<file path="src/rtl/beao_pkg.sv">
`timescale 1ns / 1ps
package beao_pkg;

	localparam int FRAC_BITS    = 20;
	localparam int CORDIC_STEPS = 20;
	localparam int CORDIC_KW    = $clog2(CORDIC_STEPS + 1);
	localparam int ANGLE_W      = 23;
	localparam int CX_W         = 35;
	localparam int CZ_W         = 34;
	localparam int ROUND_SH     = 30 - FRAC_BITS;

	localparam longint PI_Q30 = 64'sd3373259426;
	localparam logic signed [CZ_W-1:0] PI_FRAC =
		CZ_W'((PI_Q30 + (64'sd1 <<< (ROUND_SH - 1))) >>> ROUND_SH);

	localparam logic [1:0] REG_DECAY   = 2'd0;
	localparam logic [1:0] REG_DRIVE   = 2'd1;
	localparam logic [1:0] REG_CUR_COR = 2'd2;
	localparam logic [1:0] REG_EMF_COR = 2'd3;

	typedef enum logic [3:0] {
		ST_IDLE, ST_ERR, ST_MA, ST_MB, ST_ML1, ST_ML2, ST_UPD, ST_CORD, ST_OUT
	} obs_state_t;

	typedef enum logic {
		CR_IDLE, CR_RUN
	} cordic_state_t;

	function automatic logic signed [CZ_W-1:0] atan_frac(input int k);
		longint q;
		case (k)
			0: q = 843314857;
			1: q = 497837829;
			2: q = 263043837;
			3: q = 133525159;
			4: q = 67021687;
			5: q = 33543516;
			6: q = 16775851;
			7: q = 8388437;
			8: q = 4194283;
			9: q = 2097149;
			10: q = 1048576;
			11: q = 524288;
			12: q = 262144;
			13: q = 131072;
			14: q = 65536;
			15: q = 32768;
			16: q = 16384;
			17: q = 8192;
			18: q = 4096;
			19: q = 2048;
			20: q = 1024;
			21: q = 512;
			22: q = 256;
			23: q = 128;
			24: q = 64;
			25: q = 32;
			26: q = 16;
			27: q = 8;
			28: q = 4;
			29: q = 2;
			30: q = 1;
			default: q = 0;
		endcase
		return CZ_W'((q + (64'sd1 <<< (ROUND_SH - 1))) >>> ROUND_SH);
	endfunction

endpackage

</file>
<file path="src/rtl/beao_cordic.sv">
`timescale 1ns / 1ps
module beao_cordic import beao_pkg::*; (
	input  logic                      clk,
	input  logic                      arst_n,
	input  logic                      start,
	input  logic signed [31:0]        y_in,
	input  logic signed [31:0]        x_in,
	output logic                      done,
	output logic        [ANGLE_W-1:0] angle
);

	cordic_state_t state_q, state_d;
	logic [CORDIC_KW-1:0] k_q, k_d;
	logic signed [CX_W-1:0] x_q, y_q, dx, dy, xe, ye;
	logic signed [CZ_W-1:0] z_q, t, zs;
	logic done_q, done_d;
	logic zero_in;

	assign xe = CX_W'(x_in);
	assign ye = CX_W'(y_in);
	assign dx = y_q >>> k_q;
	assign dy = x_q >>> k_q;
	assign t  = atan_frac(int'(k_q));
	assign zero_in = (x_in == 32'sd0) && (y_in == 32'sd0);

	always_comb begin
		state_d = state_q;
		k_d     = k_q;
		done_d  = 1'b0;
		case (state_q)
			CR_IDLE: begin
				if (start) begin
					k_d = '0;
					if (zero_in) begin
						done_d = 1'b1;
					end else begin
						state_d = CR_RUN;
					end
				end
			end
			CR_RUN: begin
				k_d = k_q + CORDIC_KW'(1);
				if (k_q == CORDIC_KW'(CORDIC_STEPS - 1)) begin
					state_d = CR_IDLE;
					done_d  = 1'b1;
				end
			end
			default: state_d = CR_IDLE;
		endcase
	end

	always_ff @(posedge clk or negedge arst_n) begin
		if (!arst_n) begin
			state_q <= CR_IDLE;
			k_q     <= '0;
			done_q  <= 1'b0;
		end else begin
			state_q <= state_d;
			k_q     <= k_d;
			done_q  <= done_d;
		end
	end

	always_ff @(posedge clk) begin
		if (state_q == CR_IDLE && start) begin
			if (zero_in) begin
				z_q <= '0;
			end else if (x_in < 0) begin
				x_q <= -xe;
				y_q <= -ye;
				z_q <= (y_in >= 0) ? PI_FRAC : -PI_FRAC;
			end else begin
				x_q <= xe;
				y_q <= ye;
				z_q <= '0;
			end
		end else if (state_q == CR_RUN) begin
			if (y_q > 0) begin
				x_q <= x_q + dx;
				y_q <= y_q - dy;
				z_q <= z_q + t;
			end else begin
				x_q <= x_q - dx;
				y_q <= y_q + dy;
				z_q <= z_q - t;
			end
		end
	end

	always_comb begin
		zs = z_q;
		if (z_q > PI_FRAC) zs = PI_FRAC;
		if (z_q < -PI_FRAC) zs = -PI_FRAC;
	end

	assign angle = zs[ANGLE_W-1:0];
	assign done  = done_q;

endmodule

</file>
<file path="src/rtl/back_emf_angle_observer.sv">
`timescale 1ns / 1ps
// Back-EMF angle observer.
// Input channel s_*: one request per control period with stator voltages
// and measured currents (tdata: volt_alpha, volt_beta, amps_alpha, amps_beta).
// Output channel m_*: rotor angle and updated back-EMF estimates.
// Gains are written through cfg_we/cfg_index/cfg_data; the user must do so
// only while the block is idle, as the block itself does not enforce it.
// Each request runs six steps per axis on the one shared 32x32 multiplier,
// then one CORDIC iteration per cycle. When both estimates are zero the
// CORDIC iterations are skipped and the angle is zero. s_tready is high only
// while the sequencer is idle.
// A finished result sits in the output register; the next request may be
// taken meanwhile, and its result waits in the final step until the
// receiver takes the previous one. m_tvalid holds until m_tready.
// Reset clears the estimates to zero, loads the default gains and drops
// any pending result.
module back_emf_angle_observer import beao_pkg::*; (
	input  logic         clk,
	input  logic         arst_n,
	input  logic         s_tvalid,
	output logic         s_tready,
	input  logic [127:0] s_tdata,  // volt_alpha, volt_beta, amps_alpha, amps_beta
	output logic         m_tvalid,
	input  logic         m_tready,
	output logic [87:0]  m_tdata,  // rotor_angle[22:0], emf_alpha_out, emf_beta_out, pad
	input  logic         cfg_we,
	input  logic [1:0]   cfg_index,
	input  logic [31:0]  cfg_data
);

	obs_state_t state_q, state_d;
	logic ax_q;
	logic signed [31:0] gain_decay_q, gain_drive_q, gain_cur_q, gain_emf_q;
	logic signed [31:0] volt_q [2];
	logic signed [31:0] amps_q [2];
	logic signed [31:0] cur_q [2];
	logic signed [31:0] emf_q [2];
	logic signed [31:0] err_q, diff_q, acc_q, p, mul_a, mul_b;
	logic signed [63:0] prod_q;
	logic out_valid_q;
	logic [ANGLE_W-1:0] angle_q, angle;
	logic [31:0] emf_a_out_q, emf_b_out_q;
	logic cordic_start, cordic_done;
	logic out_free;

	assign p = prod_q[FRAC_BITS+31:FRAC_BITS];
	assign out_free = !out_valid_q || m_tready;

	always_comb begin
		case (state_q)
			ST_MA:   begin mul_a = gain_decay_q; mul_b = cur_q[ax_q]; end
			ST_MB:   begin mul_a = gain_drive_q; mul_b = diff_q; end
			ST_ML1:  begin mul_a = gain_cur_q;   mul_b = err_q; end
			default: begin mul_a = gain_emf_q;   mul_b = err_q; end
		endcase
	end

	always_comb begin
		state_d      = state_q;
		cordic_start = 1'b0;
		case (state_q)
			ST_IDLE: if (s_tvalid) state_d = ST_ERR;
			ST_ERR:  state_d = ST_MA;
			ST_MA:   state_d = ST_MB;
			ST_MB:   state_d = ST_ML1;
			ST_ML1:  state_d = ST_ML2;
			ST_ML2:  state_d = ST_UPD;
			ST_UPD:  state_d = ax_q ? ST_CORD : ST_ERR;
			ST_CORD: begin
				cordic_start = !ax_q;
				if (cordic_done) state_d = ST_OUT;
			end
			ST_OUT:  if (out_free) state_d = ST_IDLE;
			default: state_d = ST_IDLE;
		endcase
	end

	always_ff @(posedge clk or negedge arst_n) begin
		if (!arst_n) begin
			state_q      <= ST_IDLE;
			ax_q         <= 1'b0;
			out_valid_q  <= 1'b0;
			gain_decay_q <= -32'sd59919;
			gain_drive_q <= 32'sd299593;
			gain_cur_q   <= -32'sd922747;
			gain_emf_q   <= 32'sd3439329;
			cur_q[0]     <= '0;
			cur_q[1]     <= '0;
			emf_q[0]     <= '0;
			emf_q[1]     <= '0;
		end else begin
			state_q <= state_d;
			if (cfg_we) begin
				case (cfg_index)
					REG_DECAY:   gain_decay_q <= cfg_data;
					REG_DRIVE:   gain_drive_q <= cfg_data;
					REG_CUR_COR: gain_cur_q   <= cfg_data;
					REG_EMF_COR: gain_emf_q   <= cfg_data;
					default: ;
				endcase
			end
			if (state_q == ST_IDLE) ax_q <= 1'b0;
			else if (state_q == ST_UPD) ax_q <= !ax_q;
			else if (state_q == ST_CORD) ax_q <= 1'b1;
			if (state_q == ST_UPD) begin
				cur_q[ax_q] <= acc_q;
				emf_q[ax_q] <= emf_q[ax_q] + p;
			end
			if (state_q == ST_OUT && out_free) out_valid_q <= 1'b1;
			else if (m_tready) out_valid_q <= 1'b0;
		end
	end

	always_ff @(posedge clk) begin
		if (state_q == ST_IDLE && s_tvalid) begin
			volt_q[0] <= s_tdata[31:0];
			volt_q[1] <= s_tdata[63:32];
			amps_q[0] <= s_tdata[95:64];
			amps_q[1] <= s_tdata[127:96];
		end
		case (state_q)
			ST_ERR: begin
				err_q  <= cur_q[ax_q] - amps_q[ax_q];
				diff_q <= volt_q[ax_q] - emf_q[ax_q];
				acc_q  <= cur_q[ax_q];
			end
			ST_MA: prod_q <= mul_a * mul_b;
			ST_MB, ST_ML1, ST_ML2: begin
				acc_q  <= acc_q + p;
				prod_q <= mul_a * mul_b;
			end
			default: ;
		endcase
		if (state_q == ST_OUT && out_free) begin
			angle_q     <= angle;
			emf_a_out_q <= emf_q[0];
			emf_b_out_q <= emf_q[1];
		end
	end

	beao_cordic u_cordic (
		.clk    (clk),
		.arst_n (arst_n),
		.start  (cordic_start),
		.y_in   (emf_q[1]),
		.x_in   (emf_q[0]),
		.done   (cordic_done),
		.angle  (angle)
	);

	assign s_tready = (state_q == ST_IDLE);
	assign m_tvalid = out_valid_q;
	assign m_tdata  = {1'b0, emf_b_out_q, emf_a_out_q, angle_q};

	a_start_once: assert property (@(posedge clk) disable iff (!arst_n)
		cordic_start |=> !cordic_start)
		else $error("cordic started twice");

	a_done_in_wait: assert property (@(posedge clk) disable iff (!arst_n)
		cordic_done |-> state_q == ST_CORD)
		else $error("cordic done outside wait");

	a_out_load: assert property (@(posedge clk) disable iff (!arst_n)
		(state_q == ST_OUT && out_free) |=> m_tvalid)
		else $error("result not presented");

endmodule
</file>
<file path="config.mk">
export PLATFORM = sky130hd
export DESIGN_NAME = back_emf_angle_observer
export DESIGN_NICKNAME = d
export VERILOG_FILES = /design/src/rtl/beao_pkg.sv /design/src/rtl/beao_cordic.sv /design/src/rtl/back_emf_angle_observer.sv
export SDC_FILE = /design/constraint.sdc
export NUM_CORES = 2
export LEC_CHECK = 0
export BUFFER_PORTS_ARGS = -buffer_cell sky130_fd_sc_hd__buf_2
export CORE_UTILIZATION = 40
export CTS_BUF_LIST = sky130_fd_sc_hd__clkbuf_4 sky130_fd_sc_hd__clkbuf_8 sky130_fd_sc_hd__clkbuf_16
export CTS_CLUSTER_DIAMETER = 100
export DETAILED_ROUTE_END_ITERATION = 8
export PLACE_DENSITY_LB_ADDON = 0.15
export SYNTH_ARGS = -nofsm -noshare
export SYNTH_HDL_FRONTEND = slang
export SYNTH_HIERARCHICAL = 1
export SYNTH_SLANG_ARGS = --single-unit
</file>
<file path="constraint.sdc">
create_clock -name clk -period 14.6 [get_ports clk]
set_input_delay 2.19 -clock clk [delete_from_list [all_inputs] [get_ports clk]]
set_output_delay 2.19 -clock clk [all_outputs]
set_load 0.005 [all_outputs]
</file>
==> metrics.md <==
| Metric | Value |
|---|---|
| CP required | about 15 ns |
| Post-Layout Cell Count | 10877 |
| GPL Wtd Cong | 0.944 |
| CP delay by family, top | adder cells |
| Clock Latency Late Sink | around 0.77 ns |
| Pins Over Slew Limit | 0 |
| Via count of the first global-routing pass | approximately 62000 |
| Synth Flop Type | edfxtp_1 |
| CTS clk-pin slew, worst paths | 0.06 ns |
| Distinct cells, synth | roughly 120 |
| Avg Vias per Cell | about 5.6 |
| Post-CTS sizing | 0 |
| Grt met1 use | 36.2% |
| CTS Sinks | 716 |
| Final cycle utilization of the critical path | about three quarters |
| Gr usage total | about 28% |
| Clk root buf | clkbuf_16 |
| Antenna viol nets, final | 0 |
| CTS tree | done |
| Post-CTS setup buffers | 0 |
| WL final | 273 mm |
| Crit-path slowest cell | dfrtp_1 |
| Mapped Area | about 80000 sq um |
| DP Worst Slack | ~3.5 ns |
| Synth-to-layout area growth | 9.80% |
| Cell depth of the worst flop-to-flop path | 31 |
| Final setup violation count | 0 |
| Most frequent cells in the layout | inv_1 (1095), fa_1 (923), nand2_1 (867) |
| RSZ-0062 raised after global routing | false |
| Post-synthesis sequential area ratio | between 20 and 30% |
| Clk_skew | approximately 0.077 ns |
| Post-synth EDFFs | approximately 450 |
| Worst Setup Path Type | flop to flop |
| Initial Util | 40.3% |
| Die area | about 200000 sq um |
| Crit-path max FO | 38 |
| Critical path depth in cells | 31 |
| H-Tree Depth | 3 |
| WP buf/inv | 6 |
| Placed Instances | between 10000 and 15000 |
| Hold Fails Final Rpt | 0 |
| Die height | between 400 and 500 um |
| Grt met3 use | roughly 4.6% |
| Post-layout min period | around 11 ns |
| Worst path most repeated cell | fa_1 |
| Post-detail-place hpwl | ~210 mm |
| Hold buffers post-CTS | 0 |
| # DRC | 0 |
| Post-synthesis cell count | about 8000 |
| First-pass GRT wire length | 405 mm |
| Area after DPL | about 83000 sq um |
| Final #Nets | 9670 |
| Syn avg cell area | 9.80 sq um |
| Filler cell count | roughly 19000 |
| Hold Path Stages | 2 |
| PnR worst setup slack | 3.55 ns |
| Commonest non-fill, non-tap cell in the layout | inv_1 |
| Die X | approximately 450 um |
| Register bit total from synthesis | around 720 |
| Wirelength per Cell | approximately 25 um |
| Io pins | between 200 and 300 |
| Met2 Usage GRT | roughly 45% |
| Drt pass-1 iters | 6 |
| Core ar. | ~190000 sq um |
| TritonCTS Buffers | 87 |
| Largest net degree at the start of global routing | 118 |
| Setup TNS | 0 ns |
| Worst relative slew slack | around 13% |
| Busiest grt layer | met2 |
| Synth Net Count | around 9500 |
| Type of the worst min-delay path | flop to flop |
| Max Cap Violations | 0 |
| Crit path arrival time | about 12 ns |
| Rows | 162 |
| Share of cells above drive strength 1 | between 10% and 20% |
| IO Port Bufs | between 200 and 300 |
| Fmax | 90.5 MHz |
| Post-route cell area | about 86000 sq um |
| Run status | completed |
| CP max stage delay | between 0.8 and 0.9 ns |
| Critical path endpoint category | flop |
| Starting DRT DRC Count | between 5000 and 6000 |
| Startpoint Class | flop |
| Synthesis Warnings | 6 |
| Initial antenna violation count | 18 |
| Via count | a little over 60000 |
| Max Buffers Root-to-Sink | 3 |
| Least-Margin Pin Slew | about 1.3 ns |
| Post-synth ARST share | between 30% and 40% |
| GR Overflow Total | 0 |
## final timing paths
path,from,endpoint,slack (ns)
min in group asynchronous,arst_n,gain_emf_q[19]$_DFFE_PN0P_,1.54
worst max register to register,state_q[3]$_DFFE_PN0P_,prod_q[45]$_DFFE_PP_,3.55
max in group asynchronous,arst_n,u_cordic/k_q[1]$_DFFE_PN0P_,10.84
worst min-delay path,cur_q[1]$_DFFE_PN0P_,cur_q[1]$_DFFE_PN0P_,0.48
worst min register to register,cur_q[1]$_DFFE_PN0P_,cur_q[1]$_DFFE_PN0P_,0.48
worst max-delay path,state_q[3]$_DFFE_PN0P_,prod_q[45]$_DFFE_PP_,3.55
## worst reg2reg max path, delay by kind of cell (launching register included)
kind            cells  cell delay (ns)
fa+ha+maj           9             4.51
compound gates     10             2.69
simple gates        5             1.84
flops               1             0.85
buf+inv             6             0.81
xor+xnor            1             0.16
## logic make-up after synthesis
family,after synthesis,synth area share (%)
other,1,0.00477
muxes,546,9.03
and+or+nand+nor,2225,12.5
DFF,716,25.8
xor gates and xnor gates,400,4.46
AOI/OAI and AO/OA,1326,10.9
buffers and inverters,1472,7.29
adders and majority gates,1332,30.0
## cells in the mapped netlist (14+ instances only)
library cell | instances | share of area [%]
inv_1 | 1095 | 5.2
fa_1 | 923 | 24
nand2_1 | 868 | 4.1
nor2_1 | 781 | 3.7
edfxtp_1 | 447 | 17
ha_1 | 409 | 6.5
a21oi_1 | 334 | 2.1
o21ai_0 | 314 | 2.0
mux2_2 | 299 | 4.3
clkbuf_1 | 279 | 1.3
xnor2_1 | 259 | 2.9
dfrtp_1 | 204 | 6.5
mux2i_1 | 146 | 1.9
xor2_1 | 141 | 1.6
a21o_1 | 123 | 1.2
nand3_1 | 107 | 0.68
mux4_2 | 79 | 2.3
nor3_1 | 73 | 0.47
o21a_1 | 68 | 0.65
dfstp_2 | 65 | 2.2
nand2b_1 | 62 | 0.49
o31ai_1 | 57 | 0.54
a211oi_1 | 47 | 0.45
o211ai_1 | 47 | 0.45
nor2b_1 | 46 | 0.37
a31oi_1 | 45 | 0.36
buf_1 | 43 | 0.21
nand4_1 | 43 | 0.34
or3_1 | 40 | 0.32
and2_1 | 39 | 0.31
and3_1 | 39 | 0.31
o21bai_1 | 34 | 0.32
buf_2 | 31 | 0.20
a22oi_1 | 28 | 0.27
nor4_1 | 27 | 0.22
or2_2 | 27 | 0.22
o21ai_1 | 21 | 0.13
and4_1 | 20 | 0.22
o22ai_1 | 19 | 0.15
o41ai_1 | 18 | 0.20
a221oi_1 | 14 | 0.16
mux4_1 | 14 | 0.47
## metal layers
layer,up-vias,wire [um]
met5,-,37
met4,6,13300
met3,479,18500
met2,2279,127000
met1,31321,114000
li1,27199,-
## sequential cells by signal (all words and copies together) (netlist names), 32 cells and up
signal	flops
gain_emf_q	32
emf_a_out_q	32
amps_q	64
diff_q	32
u_cordic/y_q	35
gain_cur_q	32
err_q	32
u_cordic/z_q	34
emf_b_out_q	32
prod_q	32
u_cordic/x_q	35
cur_q	64
emf_q	64
volt_q	64
acc_q	32
gain_decay_q	32
gain_drive_q	32
## final cells by class
type | count | area [sq um] | share of cell area (%)
multi-input combinational | 5830 | 52900 | 61.3
timing repair buffer | 437 | 2650 | 3.08
inverter | 1099 | 4130 | 4.79
clock inverter | 42 | 505 | 0.586
clock buffer | 120 | 2520 | 2.92
antenna | 9 | 22.5 | 0.0261
sequential | 716 | 20300 | 23.5
tap | 2624 | 3280 | 3.81
## metrics by stage
step,hold WS [ns],utilization (%)
after CTS,0.486,44.2
after floorplan,0.444,-
after global routing,0.494,44.2
after detailed placement,0.472,42.7
final,0.485,44.2
after global placement,0.460,42.7
Power is left out: the tool's default activity adds up to more than one toggle a clock period on the data nets, which glitch-free logic cannot reach.
